$ cat config.mk
export PLATFORM = sky130hd
export DESIGN_NAME = sensor_ensemble_packet_parser_unit
export DESIGN_NICKNAME = d
export VERILOG_FILES = /design/src/rtl/sepp_pkg.sv /design/src/rtl/sensor_ensemble_packet_parser_unit.sv
export SDC_FILE = /design/constraint.sdc
export NUM_CORES = 2
export LEC_CHECK = 0
export CAP_MARGIN = 10
export CORE_MARGIN = 3
export CORE_UTILIZATION = 60
export DETAILED_ROUTE_END_ITERATION = 8
export DONT_BUFFER_PORTS = 1
export GPL_ROUTABILITY_DRIVEN = 0
export PLACE_DENSITY = 0.8
export SETUP_SLACK_MARGIN = 0.3
export SLEW_MARGIN = 20
export SYNTH_ARGS = -nofsm -noshare
export SYNTH_HDL_FRONTEND = slang
export SYNTH_SLANG_ARGS = --single-unit
$ cat constraint.sdc
create_clock -name clock -period 10.25 [get_ports clock]
set_input_delay 1.025 -clock clock [delete_from_list [all_inputs] [get_ports clock]]
set_output_delay 1.025 -clock clock [all_outputs]
set_load 0.02 [all_outputs]
$ cat src/rtl/sepp_pkg.sv
// Shared constants and types for the sensor ensemble packet parser.
// No dependencies.
`default_nettype none
package sepp_pkg;

   localparam int HDR_BYTES      = 6;
   localparam int BUF_DEPTH      = 36;
   localparam int MAX_TEXT_CHARS = 32;
   localparam int ADDR_W         = 6;

   localparam logic [16:0] POS_MAX       = 17'h1FFFF;
   localparam logic [63:0] Q_ONE         = 64'h1000_0000_0000_0000;
   localparam logic [63:0] SQRT_TOP_BIT  = 64'h4000_0000_0000_0000;
   localparam logic [15:0] HEADING_LIMIT = 16'd714;

   // result kinds
   localparam logic [2:0] KIND_TEMP   = 3'd0;
   localparam logic [2:0] KIND_RAW    = 3'd1;
   localparam logic [2:0] KIND_QUAT   = 3'd2;
   localparam logic [2:0] KIND_TEXT   = 3'd3;
   localparam logic [2:0] KIND_STATUS = 3'd4;

   // register indexes
   localparam logic [1:0] REG_TEMP_CODE = 2'd0;
   localparam logic [1:0] REG_RAW_CODE  = 2'd1;
   localparam logic [1:0] REG_QUAT_CODE = 2'd2;
   localparam logic [1:0] REG_TEXT_CODE = 2'd3;

   // register defaults
   localparam logic [3:0] TEMP_CODE_RST = 4'd1;
   localparam logic [3:0] RAW_CODE_RST  = 4'd12;
   localparam logic [3:0] QUAT_CODE_RST = 4'd13;
   localparam logic [3:0] TEXT_CODE_RST = 4'd15;

   typedef enum logic [8:0] {
      ST_IDLE = 9'b000000001,
      ST_QRD  = 9'b000000010,
      ST_QCAP = 9'b000000100,
      ST_QMUL = 9'b000001000,
      ST_QADD = 9'b000010000,
      ST_SQRT = 9'b000100000,
      ST_RD   = 9'b001000000,
      ST_EMIT = 9'b010000000,
      ST_STAT = 9'b100000000
   } sepp_state_type;

endpackage
`default_nettype wire

$ cat src/rtl/sensor_ensemble_packet_parser_unit.sv
// Sensor ensemble packet parser, top level.
// Depends on sepp_pkg.
`default_nettype none
// Usage:
//   req_* : one packet byte per beat, tlast on the final byte of a packet.
//   rsp_* : one parsed value per beat, tlast on the final value a byte causes.
//   csr_* : writes record type codes (0 temp, 1 raw imu, 2 quat imu, 3 text);
//           always ready; the user must write only while the parser is idle (unenforced).
// Intake: a byte that does not finish a record or packet leaves the parser idle,
//   so req_tready stays high for the next byte. A finished record is read back
//   from the 36-byte record memory one value at a time (read state, then load
//   of the output register, which waits for a free output). Quaternion records
//   first spend 6 read/capture pairs, 3 multiply/add pairs and 32 square root
//   steps before value 0. A packet status beat is loaded in the status state
//   after the record values (or after the closing byte).
// Stall: the output register holds while rsp_tready is low; the sequencer
//   waits and req_tready stays low until the byte's values are all loaded.
// Reset: synchronous, active high; type codes return to 1/12/13/15 and packet
//   position, length and record fill are cleared; the record memory is not.
module sensor_ensemble_packet_parser_unit
   import sepp_pkg::*;
(
   input  wire         clock,
   input  wire         reset,
   input  wire         req_tvalid,
   output logic        req_tready,
   input  wire  [7:0]  req_tdata,   // [7:0] data_byte
   input  wire         req_tlast,   // packet_end
   output logic        rsp_tvalid,
   input  wire         rsp_tready,
   // [27:0] timestamp, [33:28] item_index, [65:34] item_value,
   // [66] packet_ok, [71:67] zero
   output logic [71:0] rsp_tdata,
   output logic [2:0]  rsp_tuser,   // [2:0] record_kind
   output logic        rsp_tlast,   // last_result
   input  wire         csr_valid,
   output logic        csr_ready,
   input  wire  [1:0]  csr_index,
   input  wire  [3:0]  csr_data
);

   sepp_state_type st_ff, st_in;

   logic [3:0]  treg_ff [4];
   logic [16:0] pos_ff, pos_in;
   logic [15:0] len_ff, len_in;
   logic [5:0]  fill_ff, fill_in;
   logic        stop_ff, stop_in;
   logic [31:0] hdr_ff, hdr_in;
   logic [5:0]  cnt_ff, cnt_in;
   logic [2:0]  kind_ff, kind_in;
   logic [7:0]  cur_ff, cur_in;
   logic        lastp_ff, lastp_in;
   logic        ok_ff, ok_in;
   logic [5:0]  idx_ff, idx_in;
   logic [2:0]  qsel_ff, qsel_in;
   logic [1:0]  k_ff, k_in;
   logic [31:0] qw_ff [3];
   logic [31:0] qw_in [3];
   logic [63:0] sq_ff, sq_in;
   logic [63:0] sum_ff, sum_in;
   logic [63:0] v_ff, v_in, r_ff, r_in, bit_ff, bit_in;
   logic [31:0] q0_ff, q0_in;

   logic        rsp_valid_ff, rsp_valid_in;
   logic [71:0] rsp_data_ff, rsp_data_in;
   logic [2:0]  rsp_user_ff, rsp_user_in;
   logic        rsp_last_ff, rsp_last_in;

   // record memory
   logic [7:0]  mem [BUF_DEPTH];
   logic [7:0]  rd0_ff, rd1_ff;
   logic        selcur_ff;
   logic        wr_en, rd_en;
   logic [ADDR_W-1:0] ra0, ra0c, ra1c;

   logic        acc;
   logic        take;
   logic [5:0]  fill_inc;
   logic [3:0]  tcode;
   logic        known;
   logic [2:0]  mkind;
   logic [5:0]  bclamp, tcnt;
   logic [5:0]  need;
   logic        done;
   logic [16:0] pos_next;
   logic        out_free, load;
   logic [31:0] s16, val;
   logic [5:0]  last_idx;
   logic [31:0] mag;
   logic [63:0] sq_sum, trial;

   assign acc        = req_tvalid && req_tready;
   assign req_tready = (st_ff == ST_IDLE);
   assign csr_ready  = 1'b1;
   assign out_free   = !rsp_valid_ff || rsp_tready;
   assign load       = out_free && ((st_ff == ST_EMIT) || (st_ff == ST_STAT));

   assign rsp_tvalid = rsp_valid_ff;
   assign rsp_tdata  = rsp_data_ff;
   assign rsp_tuser  = rsp_user_ff;
   assign rsp_tlast  = rsp_last_ff;

   // byte intake: header, length and record bookkeeping
   always_comb begin
      fill_inc = fill_ff + 6'd1;
      pos_next = (pos_ff == POS_MAX) ? pos_ff : pos_ff + 17'd1;
      take     = (pos_ff >= 17'(HDR_BYTES)) &&
                 (pos_ff < ({1'b0, len_ff} + 17'(HDR_BYTES))) && !stop_ff;
      tcode    = (fill_ff == 6'd0) ? req_tdata[3:0] : hdr_ff[3:0];
      known    = 1'b1;
      if (treg_ff[REG_TEMP_CODE] == tcode)      mkind = KIND_TEMP;
      else if (treg_ff[REG_RAW_CODE] == tcode)  mkind = KIND_RAW;
      else if (treg_ff[REG_QUAT_CODE] == tcode) mkind = KIND_QUAT;
      else if (treg_ff[REG_TEXT_CODE] == tcode) mkind = KIND_TEXT;
      else begin
         mkind = KIND_TEMP;
         known = 1'b0;
      end
      bclamp = (req_tdata > 8'(MAX_TEXT_CHARS)) ? 6'(MAX_TEXT_CHARS) : req_tdata[5:0];
      tcnt   = (fill_ff == 6'd4) ? bclamp : cnt_ff;
      case (mkind)
         KIND_TEMP: need = 6'd7;
         KIND_RAW:  need = 6'd22;
         KIND_QUAT: need = 6'd36;
         default:   need = (fill_inc < 6'd5) ? 6'd5 : 6'd5 + tcnt;
      endcase
      done  = take && (fill_inc >= 6'd4) && known && (fill_inc >= need);
      wr_en = acc && take && (fill_ff < 6'(BUF_DEPTH));
   end

   // output value of the current item
   always_comb begin
      s16 = {{16{rd1_ff[7]}}, rd1_ff, rd0_ff};
      case (kind_ff)
         KIND_TEMP: val = (idx_ff == 6'd0) ? s16 : {31'd0, rd0_ff != 8'd0};
         KIND_RAW:  val = s16;
         KIND_QUAT: begin
            case (idx_ff)
               6'd9:    val = q0_ff;
               6'd10:   val = qw_ff[0];
               6'd11:   val = qw_ff[1];
               6'd12:   val = qw_ff[2];
               6'd14:   val = {31'd0, rd1_ff[7] || ({rd1_ff, rd0_ff} <= HEADING_LIMIT)};
               default: val = s16;
            endcase
         end
         default: val = (idx_ff == 6'd0) ? {26'd0, cnt_ff} :
                        {24'd0, selcur_ff ? cur_ff : rd0_ff};
      endcase
      case (kind_ff)
         KIND_TEMP: last_idx = 6'd1;
         KIND_RAW:  last_idx = 6'd8;
         KIND_QUAT: last_idx = 6'd14;
         default:   last_idx = cnt_ff;
      endcase
   end

   // read address
   always_comb begin
      if (st_ff == ST_QRD) ra0 = 6'd22 + {2'b0, qsel_ff, 1'b0};
      else if (kind_ff == KIND_TEXT) ra0 = 6'd4 + idx_ff;
      else if (idx_ff < 6'd9) ra0 = 6'd4 + {idx_ff[4:0], 1'b0};
      else ra0 = 6'd34;
      ra0c  = (ra0 < 6'(BUF_DEPTH)) ? ra0 : '0;
      ra1c  = (ra0 + 6'd1 < 6'(BUF_DEPTH)) ? ra0 + 6'd1 : ra0c;
      rd_en = (st_ff == ST_QRD) || (st_ff == ST_RD);
   end

   // quaternion magnitude square and square root step
   always_comb begin
      mag    = qw_ff[k_ff][31] ? (~qw_ff[k_ff] + 32'd1) : qw_ff[k_ff];
      sq_sum = sum_ff + sq_ff;
      trial  = r_ff + bit_ff;
   end

   // sequencer
   always_comb begin
      st_in    = st_ff;
      pos_in   = pos_ff;
      len_in   = len_ff;
      fill_in  = fill_ff;
      stop_in  = stop_ff;
      hdr_in   = hdr_ff;
      cnt_in   = cnt_ff;
      kind_in  = kind_ff;
      cur_in   = cur_ff;
      lastp_in = lastp_ff;
      ok_in    = ok_ff;
      idx_in   = idx_ff;
      qsel_in  = qsel_ff;
      k_in     = k_ff;
      qw_in    = qw_ff;
      sq_in    = sq_ff;
      sum_in   = sum_ff;
      v_in     = v_ff;
      r_in     = r_ff;
      bit_in   = bit_ff;
      q0_in    = q0_ff;
      rsp_valid_in = rsp_valid_ff && !rsp_tready;
      rsp_data_in  = rsp_data_ff;
      rsp_user_in  = rsp_user_ff;
      rsp_last_in  = rsp_last_ff;
      if (load) begin
         rsp_valid_in = 1'b1;
      end
      case (st_ff)
         ST_IDLE: begin
            if (acc) begin
               cur_in   = req_tdata;
               lastp_in = req_tlast;
               pos_in   = pos_next;
               ok_in    = pos_next >= 17'(HDR_BYTES);
               if (pos_ff == 17'd4) begin
                  len_in = {8'd0, req_tdata};
               end else if (pos_ff == 17'd5) begin
                  len_in = {req_tdata, len_ff[7:0]};
               end else if (take) begin
                  fill_in = fill_inc;
                  if (fill_ff < 6'd4) hdr_in[fill_ff[1:0]*8 +: 8] = req_tdata;
                  if (fill_ff == 6'd4) cnt_in = bclamp;
                  if (fill_inc >= 6'd4) begin
                     if (!known) begin
                        stop_in = 1'b1;
                        fill_in = '0;
                     end else if (done) begin
                        fill_in = '0;
                        kind_in = mkind;
                     end
                  end
               end
               if (done) begin
                  idx_in = '0;
                  if (mkind == KIND_QUAT) begin
                     st_in   = ST_QRD;
                     qsel_in = '0;
                     sum_in  = '0;
                  end else begin
                     st_in = ST_RD;
                  end
               end else if (req_tlast) begin
                  st_in = ST_STAT;
               end
               if (req_tlast) begin
                  pos_in  = '0;
                  len_in  = '0;
                  fill_in = '0;
                  stop_in = 1'b0;
               end
            end
         end
         ST_QRD:  st_in = ST_QCAP;
         ST_QCAP: begin
            qw_in[qsel_ff[2:1]][qsel_ff[0]*16 +: 16] = {rd1_ff, rd0_ff};
            if (qsel_ff == 3'd5) begin
               st_in = ST_QMUL;
               k_in  = '0;
            end else begin
               qsel_in = qsel_ff + 3'd1;
               st_in   = ST_QRD;
            end
         end
         ST_QMUL: begin
            sq_in = mag * mag;
            st_in = ST_QADD;
         end
         ST_QADD: begin
            sum_in = sq_sum;
            if (k_ff == 2'd2) begin
               v_in   = (sq_sum >= Q_ONE) ? 64'd0 : Q_ONE - sq_sum;
               r_in   = '0;
               bit_in = SQRT_TOP_BIT;
               st_in  = ST_SQRT;
            end else begin
               k_in  = k_ff + 2'd1;
               st_in = ST_QMUL;
            end
         end
         ST_SQRT: begin
            if (v_ff >= trial) begin
               v_in = v_ff - trial;
               r_in = (r_ff >> 1) + bit_ff;
            end else begin
               r_in = r_ff >> 1;
            end
            bit_in = bit_ff >> 2;
            if (bit_ff == 64'd1) begin
               q0_in = r_in[31:0];
               st_in = ST_RD;
            end
         end
         ST_RD:   st_in = ST_EMIT;
         ST_EMIT: begin
            if (out_free) begin
               rsp_data_in = {5'd0, 1'b0, val, idx_ff, hdr_ff[31:4]};
               rsp_user_in = kind_ff;
               rsp_last_in = (idx_ff == last_idx) && !lastp_ff;
               if (idx_ff == last_idx) begin
                  st_in = lastp_ff ? ST_STAT : ST_IDLE;
               end else begin
                  idx_in = idx_ff + 6'd1;
                  st_in  = ST_RD;
               end
            end
         end
         ST_STAT: begin
            if (out_free) begin
               rsp_data_in = {5'd0, ok_ff, 32'd0, 6'd0, 28'd0};
               rsp_user_in = KIND_STATUS;
               rsp_last_in = 1'b1;
               st_in       = ST_IDLE;
            end
         end
         default: st_in = ST_IDLE;
      endcase
   end

   always_ff @(posedge clock) begin
      if (wr_en) mem[fill_ff] <= req_tdata;
      if (rd_en) begin
         rd0_ff    <= mem[ra0c];
         rd1_ff    <= mem[ra1c];
         selcur_ff <= (ra0 == 6'(BUF_DEPTH));
      end
   end

   always_ff @(posedge clock) begin
      if (reset) begin
         st_ff                  <= ST_IDLE;
         treg_ff[REG_TEMP_CODE] <= TEMP_CODE_RST;
         treg_ff[REG_RAW_CODE]  <= RAW_CODE_RST;
         treg_ff[REG_QUAT_CODE] <= QUAT_CODE_RST;
         treg_ff[REG_TEXT_CODE] <= TEXT_CODE_RST;
         pos_ff       <= '0;
         len_ff       <= '0;
         fill_ff      <= '0;
         stop_ff      <= 1'b0;
         lastp_ff     <= 1'b0;
         rsp_valid_ff <= 1'b0;
      end else begin
         st_ff        <= st_in;
         if (csr_valid) treg_ff[csr_index] <= csr_data;
         pos_ff       <= pos_in;
         len_ff       <= len_in;
         fill_ff      <= fill_in;
         stop_ff      <= stop_in;
         lastp_ff     <= lastp_in;
         rsp_valid_ff <= rsp_valid_in;
      end
   end

   always_ff @(posedge clock) begin
      hdr_ff      <= hdr_in;
      cnt_ff      <= cnt_in;
      kind_ff     <= kind_in;
      cur_ff      <= cur_in;
      ok_ff       <= ok_in;
      idx_ff      <= idx_in;
      qsel_ff     <= qsel_in;
      k_ff        <= k_in;
      qw_ff       <= qw_in;
      sq_ff       <= sq_in;
      sum_ff      <= sum_in;
      v_ff        <= v_in;
      r_ff        <= r_in;
      bit_ff      <= bit_in;
      q0_ff       <= q0_in;
      rsp_data_ff <= rsp_data_in;
      rsp_user_ff <= rsp_user_in;
      rsp_last_ff <= rsp_last_in;
   end

`ifndef SYNTHESIS
   a_fill_bound: assert property (@(posedge clock) disable iff (reset)
      fill_ff <= 6'd37)
      else $error("record fill out of range");
   a_rearm: assert property (@(posedge clock) disable iff (reset)
      (req_tvalid && req_tready && req_tlast) |=> (pos_ff == 17'd0 && fill_ff == 6'd0))
      else $error("packet state not cleared after final byte");
   a_q0_bound: assert property (@(posedge clock) disable iff (reset)
      ($past(st_ff) == ST_SQRT && st_ff == ST_RD) |-> (q0_ff <= 32'h4000_0000))
      else $error("q0 above one");
`endif

endmodule
`default_nettype wire

==> out/results.tsv <==
metric	value	unit
synth_cells	8250	
max_stage_delay	0.58	ns
finalHoldViolations	0	
coreArea	135800	sq um
final_cells	10450	
layout_commonest_cell	inv_1	
clock-sinks	918	
drt_iter0_drc	8444	
dpl_worst_slack	-0.5100	ns
status	finished with violations	
setup_viol	14	
fp.dieW	376.1	microns
ys_warn_count	0	
synth.area.top_cells	edfxtp_1 (32%), fa_1 (19%), ha_1 (8.0%)	
period_minus_slack	10.52	ns
grt_pass1_wl	382100	microns
fill_cells	9442	
grt_pass1_vias	67080	
dpl.cell_count	10180	
h-tree-depth	3	
fp-row-count	135	
crit_type	reg2reg	
critical_path_arrival	10.98	ns
max_cap_violations	0	
fin_skew	0.07204	ns
ys_ff_latch	918	
detail-route-antenna-nets	0	
tritoncts	built	
finalNetCount	9924	
dr.pass1.iters	9	
start_util	60.52	%
max_freq	95.05	MHz
via_per_inst	6.396	
hpwlAfterDp	188200	microns
port_buffers	0	
peakVddDrop	0.1779	mV
hp-class	in2reg	
synth_area_per_cell	9.963	sq um
async_reset_ff_share	0	%
fin_util	67.86	%
syn_to_final_growth	12.12	%
synth_area_leader_cell	edfxtp_1	
p_leak	0.04027	uW
cpMostUsedCell	fa_1	
clk_pin_slew_worst_paths	0.06	ns
critPathLaunchType	flop	
synth-edff-count	867	
tightest_slew	1.257	ns
grt_util_all_layers	34.97	%
synth-main-ff-cell	edfxtp_1	
rsz0062_at_grt	true	
io_pins	99	
powerDensity	95.06	nW/um^2
antenna_found_initial	7	
drv_slew	0	
ctsLongestPathBuffers	3	
period_share	102.6	%
synth_top_area_share	31.68	%
violations	design-rule violations, negative setup slack	
cts_buffers	97	
die_area	141500	sq um
worstSetupEndpointType	flop	
vias	66820	
crit_fanout	7	
slew_headroom	15.32	%
fin_ws	-0.2707	ns
cp_slowest_cell	fa_1	
drt-total-wl	252400	microns
grt_remaining_overflow	0	
ys_types	114	
clockRootBuffer	clkbuf_16	
worstPathRequired	10.71	ns
ctsHoldBuffers	0	
wl_per_cell	24.15	microns
final_layout_size_suffix_gt1_share	11.73	%
finalSetupTns	-2.189	ns
grt_max_degree	97	
final_cell_mix	inv_1 (1037), nand2_1 (884), edfxtp_1 (867), fa_1 (772), nor2_1 (614)	
seq_area_frac_synth	32.92	%
dieHeight	376.1	microns
drc	100	
clock_latency	0.76	ns
synth.cell_area	82190	sq um
area by class of cell:
| cell class | instances | area, sq um | share of cell area, % |
|---|---|---|---|
| Clock buffer | 122 | 2581 | 2.801 |
| Timing Repair Buffer | 530 | 4310 | 4.677 |
| Antenna cell | 4 | 10.01 | 0.01086 |
| Inverter | 1073 | 4045 | 4.389 |
| Clock inverter | 60 | 663.1 | 0.7196 |
| Multi-Input combinational cell | 5960 | 51260 | 55.63 |
| Sequential cell | 918 | 27060 | 29.36 |
| Tap cell | 1781 | 2228 | 2.418 |
synth_stat cells (33+ instances only):
master / n
a211oi_1: 33
a21o_1: 143
a21oi_1: 401
a22oi_1: 66
a311oi_1: 38
a31o_2: 39
a31oi_1: 71
a32oi_1: 46
and2_1: 179
and3_1: 62
clkbuf_1: 270
dfxtp_1: 51
edfxtp_1: 867
fa_1: 796
ha_1: 528
inv_1: 1055
mux2i_1: 178
nand2_1: 903
nand2b_1: 59
nand3_1: 182
nand4_1: 74
nor2_1: 659
nor2b_1: 96
nor3_1: 80
nor4_1: 36
o21ai_0: 262
o21bai_1: 48
o22ai_1: 80
or3_1: 39
xnor2_1: 244
xor2_1: 219
state kept, by name (all words and copies together), names as in the netlist, 17 cells and up:
signal and cells:
bit_ff 32, r_ff 64, q0_ff 32, hdr_ff 32, sum_ff 64, sq_ff 63, v_ff 64, mem 288
rsp_tdata 67, qw_ff 96, pos_ff 17
worst max-delay path, delay by kind of cell (launching register included):
kind	cells	cell delay, ns
AOI/OAI and AO/OA	14	2.50
xor gates and xnor gates	2	0.36
adders and majority gates	9	4.23
buffers and inverters	9	1.04
DFF	1	0.41
muxes	1	0.15
and+or+nand+nor	7	1.59
metal layers:
layer / global-route usage, % / wire length (microns) / vias to the layer above
met5: 0 / 32 / -
met4: 25.08 / 23090 / 6
met3: 9.423 / 30140 / 1339
met2: 54.89 / 113400 / 4629
met1: 41.80 / 85720 / 31980
li1: - / - / 28870
through the flow:
step	hold WS, ns	total power [uW]	instance area [sq um]
after floorplan	0.4363	4938	82660
after global placement	0.4450	5183	87180
after detailed placement	0.4560	5207	87180
after CTS	0.2835	8735	91380
after global routing	0.3281	8981	92150
final	0.3488	8760	92160
path summary, 6_finish.rpt:
check	slack (ns)	depth (start not counted)	startpoint	endpoint
worst max-delay path	-0.27	42	k_ff[1]	sq_ff[62]
worst min-delay path	0.35	1	reset	pos_ff[8]
worst max register to register	-0.27	42	k_ff[1]	sq_ff[62]
worst min register to register	0.46	2	lastp_ff	lastp_ff
logic make-up (layout without fill, tap and decap cells):
logic type / Yosys count / in the layout / share of synthesized area [%]
buffers and inverters: 1402 / 1785 / 6.494
other: 2 / 36 / 0.009137
flip-flops: 918 / 918 / 32.92
XOR/XNOR: 464 / 464 / 4.967
multiplexers: 184 / 184 / 2.250
AND/OR/NAND/NOR: 2462 / 2462 / 13.86
adder cells (fa/ha/maj): 1324 / 1324 / 27.43
AO/OA/AOI/OAI: 1494 / 1494 / 12.07
power breakdown:
part | switching, uW | internal [uW]
clock | 1570 | 2010
sequential | 72.9 | 4190
combinational | 626 | 296
total | 2270 | 6490
timing repair:
| action | 4_1_cts | 5_1_grt |
|---|---|---|
| setup endpoints to repair | 28 | 29 |
| endpoints found under the hold margin | 0 | 0 |
| gates cloned | 0 | 0 |
| pin swaps | 71 | 75 |
| resized for setup | 143 | 139 |
| buffers inserted | 47 | 31 |
No activity file was read; power rests on OpenSTA's default activity.
